$ cat config.mk
export PLATFORM = sky130hd
export DESIGN_NAME = chunk_cache_lru_lookup_flat
export DESIGN_NICKNAME = d
export VERILOG_FILES = /design/src/sv/ccl_pkg.sv /design/src/sv/ccl_if.sv /design/src/sv/chunk_cache_lru_lookup.sv /design/src/flat_wrapper.sv
export SDC_FILE = /design/constraint.sdc
export NUM_CORES = 1
export LEC_CHECK = 0
export BUFFER_PORTS_ARGS = -buffer_cell sky130_fd_sc_hd__buf_2
export CORE_MARGIN = 2
export CORE_UTILIZATION = 64
export CTS_BUF_LIST = sky130_fd_sc_hd__clkbuf_8 sky130_fd_sc_hd__clkbuf_16
export CTS_CLUSTER_SIZE = 12
export DETAILED_ROUTE_END_ITERATION = 12
export PLACE_DENSITY_LB_ADDON = 0.08
export SETUP_SLACK_MARGIN = 0.05
export SYNTH_ARGS = -nofsm -noshare
export SYNTH_HDL_FRONTEND = slang
export SYNTH_SLANG_ARGS = --single-unit
$ cat constraint.sdc
create_clock -name clk_i -period 13.05 [get_ports clk_i]
set_clock_uncertainty 0.15 [all_clocks]
set_input_delay 2.61 -clock clk_i [delete_from_list [all_inputs] [get_ports clk_i]]
set_output_delay 2.61 -clock clk_i [all_outputs]
set_load 0.03 [all_outputs]
$ cat src/sv/ccl_pkg.sv
// Shared constants and types of the chunk cache tag and replacement controller.
// Used by the channel interfaces, the top level and its checker.
package ccl_pkg;

  localparam int unsigned WAYS        = 8;
  localparam int unsigned WAY_W       = (WAYS > 1) ? $clog2(WAYS) : 1;
  localparam int unsigned CHUNK_SIDE  = 16;
  localparam int unsigned OFF_W       = $clog2(CHUNK_SIDE);
  localparam int unsigned COORD_W     = 16;
  localparam int unsigned CHUNK_W     = COORD_W - OFF_W;
  localparam int unsigned CFG_W       = 17;
  localparam int unsigned CFG_IDX_W   = 1;
  localparam int unsigned STAMP_W     = 32;

  localparam logic [CFG_IDX_W-1:0] CFG_MAP_WIDTH  = CFG_IDX_W'(0);
  localparam logic [CFG_IDX_W-1:0] CFG_MAP_HEIGHT = CFG_IDX_W'(1);
  localparam logic [CFG_W-1:0]     MAP_RESET      = CFG_W'(4096);

  localparam logic ACT_PROBE = 1'b0;
  localparam logic ACT_FETCH = 1'b1;

  typedef enum logic [1:0] {
    ST_IDLE,
    ST_SCAN,
    ST_UPDATE
  } ccl_state_e;

endpackage

$ cat src/sv/ccl_if.sv
// Valid/ready channel interfaces for request and result beats.
// Depends on ccl_pkg for field widths.
interface ccl_in_if;
  logic                          valid;
  logic                          ready;
  logic                          action;
  logic [ccl_pkg::COORD_W-1:0]   tile_x;
  logic [ccl_pkg::COORD_W-1:0]   tile_y;

  modport source (output valid, action, tile_x, tile_y, input ready);
  modport sink   (input valid, action, tile_x, tile_y, output ready);
endinterface

interface ccl_out_if;
  logic                          valid;
  logic                          ready;
  logic                          hit;
  logic                          tile_ready;
  logic                          filled;
  logic [ccl_pkg::WAY_W-1:0]     slot;
  logic [ccl_pkg::CHUNK_W-1:0]   chunk_col;
  logic [ccl_pkg::CHUNK_W-1:0]   chunk_row;
  logic [ccl_pkg::OFF_W-1:0]     offset_x;
  logic [ccl_pkg::OFF_W-1:0]     offset_y;

  modport source (output valid, hit, tile_ready, filled, slot, chunk_col, chunk_row,
                  offset_x, offset_y, input ready);
  modport sink   (input valid, hit, tile_ready, filled, slot, chunk_col, chunk_row,
                  offset_x, offset_y, output ready);
endinterface

$ cat src/sv/chunk_cache_lru_lookup.sv
// Chunk cache tag lookup and LRU way claim, one way examined per cycle.
// Depends on ccl_pkg and the channel interfaces in ccl_if.sv.
//
//   channel   dir  beat
//   in_i      in   action, tile_x, tile_y
//   out_o     out  hit, tile_ready, filled, slot, chunk_col, chunk_row, offset_x, offset_y
//   cfg_*     in   cfg_we_i, cfg_idx_i, cfg_wdata_i (map width, map height)
//
// A request passes through accept, one tag and stamp compare per way in the shared
// comparator, then an update step. The update step waits while the previous result
// beat is still held on out_o. in_i.ready is high only between requests. Reset
// empties all ways and clears the use counter; map bounds return to 4096 tiles.
module chunk_cache_lru_lookup (
  input  logic                           clk_i,
  input  logic                           rst_ni,
  ccl_in_if.sink                         in_i,
  ccl_out_if.source                      out_o,
  input  logic                           cfg_we_i,
  input  logic [ccl_pkg::CFG_IDX_W-1:0]  cfg_idx_i,
  input  logic [ccl_pkg::CFG_W-1:0]      cfg_wdata_i
);

  ccl_pkg::ccl_state_e state_q, state_d;

  logic                            in_ready;
  logic                            scan_en;
  logic                            upd_en;
  logic                            scan_last;

  logic [ccl_pkg::WAY_W-1:0]       idx_q;
  logic                            act_q;
  logic [ccl_pkg::COORD_W-1:0]     tx_q, ty_q;
  logic                            found_q, have_inv_q, have_min_q;
  logic [ccl_pkg::WAY_W-1:0]       hit_way_q, victim_q;
  logic [ccl_pkg::STAMP_W-1:0]     oldest_q;

  logic [ccl_pkg::WAYS-1:0]        valid_q;
  logic [ccl_pkg::CHUNK_W-1:0]     col_q   [ccl_pkg::WAYS];
  logic [ccl_pkg::CHUNK_W-1:0]     row_q   [ccl_pkg::WAYS];
  logic [ccl_pkg::STAMP_W-1:0]     stamp_q [ccl_pkg::WAYS];
  logic [ccl_pkg::STAMP_W-1:0]     counter_q;
  logic [ccl_pkg::CFG_W-1:0]       mapw_q, maph_q;

  logic                            out_valid_q;
  logic                            o_hit_q, o_ready_q, o_filled_q;
  logic [ccl_pkg::WAY_W-1:0]       o_slot_q;
  logic [ccl_pkg::CHUNK_W-1:0]     o_col_q, o_row_q;
  logic [ccl_pkg::OFF_W-1:0]       o_offx_q, o_offy_q;

  logic [ccl_pkg::CHUNK_W-1:0]     col, row;
  logic                            cur_valid, cur_match, cur_older;
  logic [ccl_pkg::CFG_W-1:0]       base_x, base_y;
  logic                            claim, touch;
  logic [ccl_pkg::WAY_W-1:0]       slot;
  logic [ccl_pkg::STAMP_W-1:0]     stamp_next;

  assign col       = tx_q[ccl_pkg::COORD_W-1:ccl_pkg::OFF_W];
  assign row       = ty_q[ccl_pkg::COORD_W-1:ccl_pkg::OFF_W];
  assign cur_valid = valid_q[idx_q];
  assign cur_match = cur_valid && (col_q[idx_q] == col) && (row_q[idx_q] == row);
  assign cur_older = !have_min_q || (stamp_q[idx_q] < oldest_q);
  assign scan_last = (idx_q == ccl_pkg::WAY_W'(ccl_pkg::WAYS - 1));

  assign base_x     = ccl_pkg::CFG_W'({col, {ccl_pkg::OFF_W{1'b0}}});
  assign base_y     = ccl_pkg::CFG_W'({row, {ccl_pkg::OFF_W{1'b0}}});
  assign claim      = !found_q && (act_q == ccl_pkg::ACT_FETCH) &&
                      (base_x < mapw_q) && (base_y < maph_q);
  assign touch      = found_q || claim;
  assign slot       = found_q ? hit_way_q : (claim ? victim_q : '0);
  assign stamp_next = counter_q + ccl_pkg::STAMP_W'(1);

  always_ff @(posedge clk_i or negedge rst_ni) begin
    if (!rst_ni) begin
      state_q <= ccl_pkg::ST_IDLE;
    end else begin
      state_q <= state_d;
    end
  end

  always_comb begin
    state_d  = state_q;
    in_ready = 1'b0;
    scan_en  = 1'b0;
    upd_en   = 1'b0;
    case (state_q)
      ccl_pkg::ST_IDLE: begin
        in_ready = 1'b1;
        if (in_i.valid) begin
          state_d = ccl_pkg::ST_SCAN;
        end
      end
      ccl_pkg::ST_SCAN: begin
        scan_en = 1'b1;
        if (scan_last) begin
          state_d = ccl_pkg::ST_UPDATE;
        end
      end
      ccl_pkg::ST_UPDATE: begin
        if (!out_valid_q || out_o.ready) begin
          upd_en  = 1'b1;
          state_d = ccl_pkg::ST_IDLE;
        end
      end
      default: begin
        state_d = ccl_pkg::ST_IDLE;
      end
    endcase
  end

  // control state
  always_ff @(posedge clk_i or negedge rst_ni) begin
    if (!rst_ni) begin
      valid_q     <= '0;
      counter_q   <= '0;
      mapw_q      <= ccl_pkg::MAP_RESET;
      maph_q      <= ccl_pkg::MAP_RESET;
      out_valid_q <= 1'b0;
    end else begin
      if (cfg_we_i && (cfg_idx_i == ccl_pkg::CFG_MAP_WIDTH)) begin
        mapw_q <= cfg_wdata_i;
      end
      if (cfg_we_i && (cfg_idx_i == ccl_pkg::CFG_MAP_HEIGHT)) begin
        maph_q <= cfg_wdata_i;
      end
      if (upd_en && touch) begin
        counter_q <= stamp_next;
      end
      if (upd_en && claim) begin
        valid_q[victim_q] <= 1'b1;
      end
      if (upd_en) begin
        out_valid_q <= 1'b1;
      end else if (out_o.ready) begin
        out_valid_q <= 1'b0;
      end
    end
  end

  // request, scan and way payload
  always_ff @(posedge clk_i) begin
    if (in_ready && in_i.valid) begin
      act_q      <= in_i.action;
      tx_q       <= in_i.tile_x;
      ty_q       <= in_i.tile_y;
      idx_q      <= '0;
      found_q    <= 1'b0;
      have_inv_q <= 1'b0;
      have_min_q <= 1'b0;
      hit_way_q  <= '0;
      victim_q   <= '0;
      oldest_q   <= '0;
    end
    if (scan_en) begin
      if (!scan_last) begin
        idx_q <= idx_q + ccl_pkg::WAY_W'(1);
      end
      if (cur_match && !found_q) begin
        found_q   <= 1'b1;
        hit_way_q <= idx_q;
      end
      if (!have_inv_q) begin
        if (!cur_valid) begin
          have_inv_q <= 1'b1;
          victim_q   <= idx_q;
        end else if (cur_older) begin
          have_min_q <= 1'b1;
          oldest_q   <= stamp_q[idx_q];
          victim_q   <= idx_q;
        end
      end
    end
    if (upd_en) begin
      if (touch) begin
        stamp_q[slot] <= stamp_next;
      end
      if (claim) begin
        col_q[victim_q] <= col;
        row_q[victim_q] <= row;
      end
      o_hit_q    <= found_q;
      o_ready_q  <= touch;
      o_filled_q <= claim;
      o_slot_q   <= slot;
      o_col_q    <= col;
      o_row_q    <= row;
      o_offx_q   <= tx_q[ccl_pkg::OFF_W-1:0];
      o_offy_q   <= ty_q[ccl_pkg::OFF_W-1:0];
    end
  end

  assign in_i.ready       = in_ready;
  assign out_o.valid      = out_valid_q;
  assign out_o.hit        = o_hit_q;
  assign out_o.tile_ready = o_ready_q;
  assign out_o.filled     = o_filled_q;
  assign out_o.slot       = o_slot_q;
  assign out_o.chunk_col  = o_col_q;
  assign out_o.chunk_row  = o_row_q;
  assign out_o.offset_x   = o_offx_q;
  assign out_o.offset_y   = o_offy_q;

endmodule

$ cat src/flat_wrapper.sv
// flat-port wrapper written by rule: the top's interface ports become plain ports
module chunk_cache_lru_lookup_flat 
  (clk_i, rst_ni, cfg_we_i, cfg_idx_i, cfg_wdata_i, in_i_valid, in_i_action, in_i_tile_x, in_i_tile_y, in_i_ready, out_o_valid, out_o_hit, out_o_tile_ready, out_o_filled, out_o_slot, out_o_chunk_col, out_o_chunk_row, out_o_offset_x, out_o_offset_y, out_o_ready);
  ccl_in_if in_i_i ();
  ccl_out_if out_o_i ();
  input  logic clk_i;
  input  logic rst_ni;
  input  logic cfg_we_i;
  input  logic [ccl_pkg::CFG_IDX_W-1:0] cfg_idx_i;
  input  logic [ccl_pkg::CFG_W-1:0] cfg_wdata_i;
  input wire logic [$bits(in_i_i.valid)-1:0] in_i_valid;
  input wire logic [$bits(in_i_i.action)-1:0] in_i_action;
  input wire logic [$bits(in_i_i.tile_x)-1:0] in_i_tile_x;
  input wire logic [$bits(in_i_i.tile_y)-1:0] in_i_tile_y;
  output wire logic [$bits(in_i_i.ready)-1:0] in_i_ready;
  output wire logic [$bits(out_o_i.valid)-1:0] out_o_valid;
  output wire logic [$bits(out_o_i.hit)-1:0] out_o_hit;
  output wire logic [$bits(out_o_i.tile_ready)-1:0] out_o_tile_ready;
  output wire logic [$bits(out_o_i.filled)-1:0] out_o_filled;
  output wire logic [$bits(out_o_i.slot)-1:0] out_o_slot;
  output wire logic [$bits(out_o_i.chunk_col)-1:0] out_o_chunk_col;
  output wire logic [$bits(out_o_i.chunk_row)-1:0] out_o_chunk_row;
  output wire logic [$bits(out_o_i.offset_x)-1:0] out_o_offset_x;
  output wire logic [$bits(out_o_i.offset_y)-1:0] out_o_offset_y;
  input wire logic [$bits(out_o_i.ready)-1:0] out_o_ready;
  assign in_i_i.valid = in_i_valid;
  assign in_i_i.action = in_i_action;
  assign in_i_i.tile_x = in_i_tile_x;
  assign in_i_i.tile_y = in_i_tile_y;
  assign in_i_ready = in_i_i.ready;
  assign out_o_valid = out_o_i.valid;
  assign out_o_hit = out_o_i.hit;
  assign out_o_tile_ready = out_o_i.tile_ready;
  assign out_o_filled = out_o_i.filled;
  assign out_o_slot = out_o_i.slot;
  assign out_o_chunk_col = out_o_i.chunk_col;
  assign out_o_chunk_row = out_o_i.chunk_row;
  assign out_o_offset_x = out_o_i.offset_x;
  assign out_o_offset_y = out_o_i.offset_y;
  assign out_o_i.ready = out_o_ready;
  chunk_cache_lru_lookup u_core (.clk_i(clk_i), .rst_ni(rst_ni), .in_i(in_i_i), .out_o(out_o_i), .cfg_we_i(cfg_we_i), .cfg_idx_i(cfg_idx_i), .cfg_wdata_i(cfg_wdata_i));
endmodule
Word level (Yosys, flattened, before mapping)
Memories as Yosys holds them, arrays and structs flattened. A register that Yosys moved wholly into a read port is not among the register bits. Index checks and enable logic that the tools add are counted.

Memories kept: 3. Bits of input ports: 56. Bits in writable memories: 448. Bits in registers: 192. Logic and storage cells: 116. Output and inout port bits: 40.

Memories: u_core.stamp_q (words 8, width 32, rd ports 1, clocked after Yosys merged registers in 1, write ports 1, RTL line chunk_cache_lru_lookup.sv:40) `logic [ccl_pkg::STAMP_W-1:0] stamp_q [ccl_pkg::WAYS];`; u_core.col_q (words 8, width 12, rd ports 1, clocked after Yosys merged registers in 1, write ports 1, RTL line chunk_cache_lru_lookup.sv:38) `logic [ccl_pkg::CHUNK_W-1:0] col_q [ccl_pkg::WAYS];`; u_core.row_q (words 8, width 12, rd ports 1, clocked after Yosys merged registers in 1, write ports 1, RTL line chunk_cache_lru_lookup.sv:39) `logic [ccl_pkg::CHUNK_W-1:0] row_q [ccl_pkg::WAYS];`.

Equal/unequal tests: 8. Magnitude comparators: 6. Multiplexer cells: 50. Add/sub/neg operators: 2. Reduce and logical (&&, ||, !) cells: 21. Bitwise operators: 2.

Operator list (number): 32-bit two-way mux (5); 3-bit two-way mux (13); 16-bit by 17-bit < comparator with 1-bit output (2); 32-bit by 1-bit adder with 32-bit output (second input constant) (1); 32-bit < comparator (1); 1-bit two-way mux (26); 12-bit == test (2); 1-bit logical AND (12); 3-bit by 4-bit < comparator with 1-bit output (second input constant) (2); 8-bit bitwise OR (1); 2-bit two-way mux (3); 2-bit case mux with 3 select lines (1); 2-bit by 1-bit inequality test with 1-bit output (second input constant) (2); 3-bit by 1-bit adder with 3-bit output (second input constant) (1); 1-bit binary-select mux with 3-bit select (1); 1-bit demux with 3-bit select (1); 3-bit == test (second input constant) (1); 3-bit by 1-bit >= comparator with 1-bit output (second input constant) (1); 1-bit zero test (3); 1-bit logical OR (3); 3-bit AND reduction (1); 2-bit by 1-bit == test with 1-bit output (second input constant) (1); 2-bit == test (second input constant) (1); 2-bit zero test (1); 3 further kinds (3).

Longest topological paths before layout
Word-level depth: 8. Depth in mapped cells: 18. Mapped depth without buffers: 11.

Worst setup path before layout
No wires, ideal clock.

Path kind: input port to flip-flop. Start: input port out_o_ready. End: memory u_core.stamp_q[0][0] in the netlist's numbering (enable). Cell stages on the path: 5. Data arrival time: 6813 ps. Path slack: 5616 ps. Path buffers: 1. Cells stage by stage: nand2b_1 -> nor2b_1 -> clkbuf_1 -> nand2_1 -> a211oi_1.

Longest elaborated chain between the ends: 5.

Ends and longest elaborated chain: start, declared (RTL line flat_wrapper.sv:25) `input wire logic [$bits(out_o_i.ready)-1:0] out_o_ready;`; 1-bit logical OR (RTL line chunk_cache_lru_lookup.sv:99) `if (!out_valid_q || out_o.ready) begin`; 1-bit two-way mux (RTL line chunk_cache_lru_lookup.sv:99); 1-bit two-way mux (RTL line chunk_cache_lru_lookup.sv:85) `case (state_q)`; named net u_core.upd_en (RTL line chunk_cache_lru_lookup.sv:27) `logic upd_en;`; 1-bit two-way mux (RTL line chunk_cache_lru_lookup.sv:172) `if (upd_en) begin`; 1-bit two-way mux (implied by the code) (RTL line chunk_cache_lru_lookup.sv:174) `stamp_q[slot] <= stamp_next;`; end, declared (RTL line chunk_cache_lru_lookup.sv:40).

The timed path passes the listed nets, and every way through them passes these cells.

Worst setup path after layout
Start: register u_core.idx_q[0] in the netlist's numbering. End: register u_core.oldest_q[28] in the netlist's numbering.

Longest elaborated chain between the ends: 5.

Ends and longest elaborated chain: start, declared (RTL line chunk_cache_lru_lookup.sv:30) `logic [ccl_pkg::WAY_W-1:0] idx_q;`; start signal, assigned (RTL line chunk_cache_lru_lookup.sv:155) `idx_q <= idx_q + ccl_pkg::WAY_W'(1);`; 1-bit binary-select mux with 3-bit select (RTL line chunk_cache_lru_lookup.sv:59) `assign cur_valid = valid_q[idx_q];`; 1-bit two-way mux (implied by the code) (RTL line chunk_cache_lru_lookup.sv:59); 32-bit two-way mux (RTL line chunk_cache_lru_lookup.sv:162) `if (!cur_valid) begin`; 32-bit two-way mux (RTL line chunk_cache_lru_lookup.sv:161) `if (!have_inv_q) begin`; 32-bit two-way mux (RTL line chunk_cache_lru_lookup.sv:153) `if (scan_en) begin`; end signal, assigned (RTL line chunk_cache_lru_lookup.sv:167) `oldest_q <= stamp_q[idx_q];`; end, declared (RTL line chunk_cache_lru_lookup.sv:35) `logic [ccl_pkg::STAMP_W-1:0] oldest_q;`.

Every way passes these cells. The select of a mux whose other input is x is not followed. A chain may end at the register's enable or synchronous reset.

==> results_dict.tcl <==
set metrics [dict create \
    status "complete, no violations" \
    finalWeightedCongestion 0.787 \
    drt-vias-per-instance 6.24 \
    setup_slack_ns 7.55 \
    io_pins 96 \
    whs_ns 0.269 \
    fin_setup_tns_ns 0 \
    seq_area_frac_synth_pct 71.0 \
    start_kind "flop" \
    finalSetupViolCount 0 \
    maxCapViolations 0 \
    cts_max_path_buffers 3 \
    drt_iter0_markers 1262 \
    synth-async-reset-ratio_pct 12.0 \
    cts_sinks 640 \
    nets 1657 \
    period_share_pct 42.2 \
    avgSynthCellArea_sq_um 18.3 \
    syn-cell-area_sq_um 25900 \
    final_cell_mix "519 x edfxtp_1, 112 x mux4_2, 94 x buf_2" \
    crit_arrival_ns 5.80 \
    cts_setup_buffers 0 \
    synthFlopType "edfxtp_1" \
    grt_pass1_vias 13378 \
    path_clk_slew_ns 0.06 \
    period_needed_ns 5.50 \
    synth_edf_count 519 \
    grtUsageTotal_pct 26.4 \
    power_mw 5.54 \
    dieArea_sq_um 42100 \
    grt_setup_unrepaired "no" \
    die_h_um 205 \
    layout-drive-gt1-share_pct 25.3 \
    cts_buffers 66 \
    syn_inst 1415 \
    root_buffer "clkbuf_16" \
    core_sq_um 39800 \
    fillCellCount 2425 \
    diodes 0 \
    cts_tree "yes" \
    relSlewSlack_pct 20.2 \
    area_delta_synth_final_pct 11.5 \
    crit_type "flop to flop" \
    grt_start_max_net_pins 78 \
    cp.required_ns 13.35 \
    rows 73 \
    postCtsHoldBufs 0 \
    finalMaxSlewViolations 0 \
    critPathMaxFanout 45 \
    mostFrequentLayoutCell "edfxtp_1" \
    hold_viol_final 0 \
    wl_per_cell_um 25.2 \
    post_cts_resized 0 \
    start_util_pct 65.1 \
    drc_errors 0 \
    vias 13172 \
    antenna_found_initial 1 \
    ys_ff_latch 640 \
    ir_drop_uv 128 \
    dpl-instance-area_sq_um 27000 \
    die_x_um 205 \
    dp_hpwl_um 32500 \
    ant_nets 0 \
    powerDensity_nw_per_um2 192 \
    max_freq_mhz 182 \
    overflow 0 \
    dp_slack_ns 7.05 \
    cp-end-kind "flop" \
    fin_area_sq_um 28900 \
    first_pass_iters 5 \
    synth_nets 1529 \
    hp-class "flop to flop" \
    grt_first_pass_wirelength_um 80900 \
    htreeDepth 3 \
    p_leak_nw 9.96 \
    io_buffers 95 \
    clk_latency_ns 0.57 \
    ys_warn_count 0 \
    tightest_slew_ns 1.19 \
    wirelength_um 53200 \
    synth_cell_types 69 \
]
[stage by stage]
step	utilization (%)	std cells
2_1_floorplan	-	1415
3_3_place_gp	67.7	2000
3_5_place_dp	67.7	2000
4_1_cts	72.6	2112
5_1_grt	72.6	2112
6_report	72.6	2112
[registers in the layout, summed over array words and instances, names as in the netlist, 2 cells and up]
name	cells
u_core.idx_q	3
u_core.counter_q	32
u_core.out_o.chunk_row	12
u_core.oldest_q	32
u_core.victim_q	3
u_core.mapw_q	17
u_core.row_q	96
u_core.col_q	96
u_core.valid_q	8
u_core.hit_way_q	3
u_core.out_o.offset_y	4
u_core.out_o.chunk_col	12
u_core.tx_q	16
u_core.stamp_q	256
u_core.ty_q	16
u_core.out_o.slot	3
u_core.maph_q	17
u_core.state_q	2
u_core.out_o.offset_x	4
[layer usage]
| metal | vias to the layer above | wire [um] | global-route usage [%] |
|---|---|---|---|
| met5 | - | 0 | 0 |
| met4 | 0 | 1020 | 6.96 |
| met3 | 74 | 4970 | 6.56 |
| li1 | 5816 | - | - |
| met2 | 463 | 23800 | 38.1 |
| met1 | 6819 | 23400 | 41.0 |
[synth_stat cells, types with 3 or more instances]
cell type | n | area share, %
buf_4 | 7 | 0.20
mux2_2 | 55 | 2.4
nor2b_1 | 4 | 0.097
clkbuf_8 | 5 | 0.27
dfrtp_1 | 75 | 7.2
inv_1 | 64 | 0.93
and2_1 | 3 | 0.072
nand3_1 | 19 | 0.37
nor4_1 | 7 | 0.17
nor3_1 | 3 | 0.058
buf_6 | 3 | 0.13
nand2_1 | 71 | 1.0
xor2_1 | 23 | 0.78
o21a_1 | 3 | 0.087
a21oi_1 | 14 | 0.27
and3_1 | 10 | 0.24
xnor2_1 | 62 | 2.1
nor2_1 | 31 | 0.45
edfxtp_1 | 519 | 60
dfxtp_1 | 44 | 3.4
nand4_1 | 8 | 0.19
clkbuf_1 | 28 | 0.41
nand2b_1 | 7 | 0.17
ha_1 | 58 | 2.8
or3_1 | 8 | 0.19
o21bai_1 | 9 | 0.26
o21ai_0 | 18 | 0.35
mux4_2 | 112 | 9.7
a32o_1 | 31 | 1.2
a21o_1 | 14 | 0.41
mux2i_1 | 28 | 1.1
a22o_1 | 6 | 0.20
o21ai_1 | 3 | 0.058
a2111oi_0 | 3 | 0.10
nand4b_1 | 3 | 0.10
or2_2 | 3 | 0.072
buf_2 | 8 | 0.15
[kinds of logic after synthesis]
logic type | count (synthesis) | synth area share (%)
mux | 197 | 13.4
buf+inv | 119 | 2.27
simple gates | 192 | 3.90
fa+ha+maj | 58 | 2.80
xor+xnor | 85 | 2.87
compound gates | 124 | 3.81
flops | 640 | 71.0
[layout make-up]
type | count | area, sq um | area share [%]
multi-input cells | 656 | 7050 | 24.4
well taps | 525 | 657 | 2.27
flip-flops and latches | 640 | 18400 | 63.7
clock inverters | 43 | 201 | 0.697
repair buffers | 115 | 628 | 2.17
inverters | 64 | 240 | 0.831
clock buffers | 69 | 1730 | 5.97
[power by group]
| part | total, mW | leakage [nW] | internal (mW) | switching (mW) |
|---|---|---|---|---|
| clock network | 1.69 | 1.04 | 0.966 | 0.723 |
| registers | 2.50 | 5.83 | 2.33 | 0.170 |
| logic | 1.35 | 3.08 | 0.664 | 0.682 |
| total | 5.54 | 9.96 | 3.96 | 1.57 |
[worst paths after layout]
| path | end | cells past startpoint | startpoint | slack (ns) |
|---|---|---|---|---|
| setup / recovery | u_core.oldest_q[28] | 13 | u_core.idx_q[0] | 7.55 |
| hold / removal | u_core.out_o.offset_y[3] | 0 | u_core.ty_q[3] | 0.27 |
| setup reg to reg | u_core.oldest_q[28] | 13 | u_core.idx_q[0] | 7.55 |
| hold reg to reg | u_core.out_o.offset_y[3] | 0 | u_core.ty_q[3] | 0.27 |
| max in group asynchronous | u_core.counter_q[23] | 1 | rst_ni | 10.05 |
| min in group asynchronous | u_core.maph_q[3] | 1 | rst_ni | 2.05 |
[critical path, cell delays in order (launching register included)]
cell       delay (ns)
dfxtp_4          0.85
buf_4            0.82
mux4_2           0.61
mux2_2           0.29
ha_1             0.29
a21o_1           0.18
a21oi_1          0.16
nor2b_1          0.08
o41ai_2          0.44
a2111oi_4        0.15
o21ai_4          0.72
a21oi_2          0.09
buf_4            0.27
a32o_1           0.24
(Power assumes the default switching activity.)
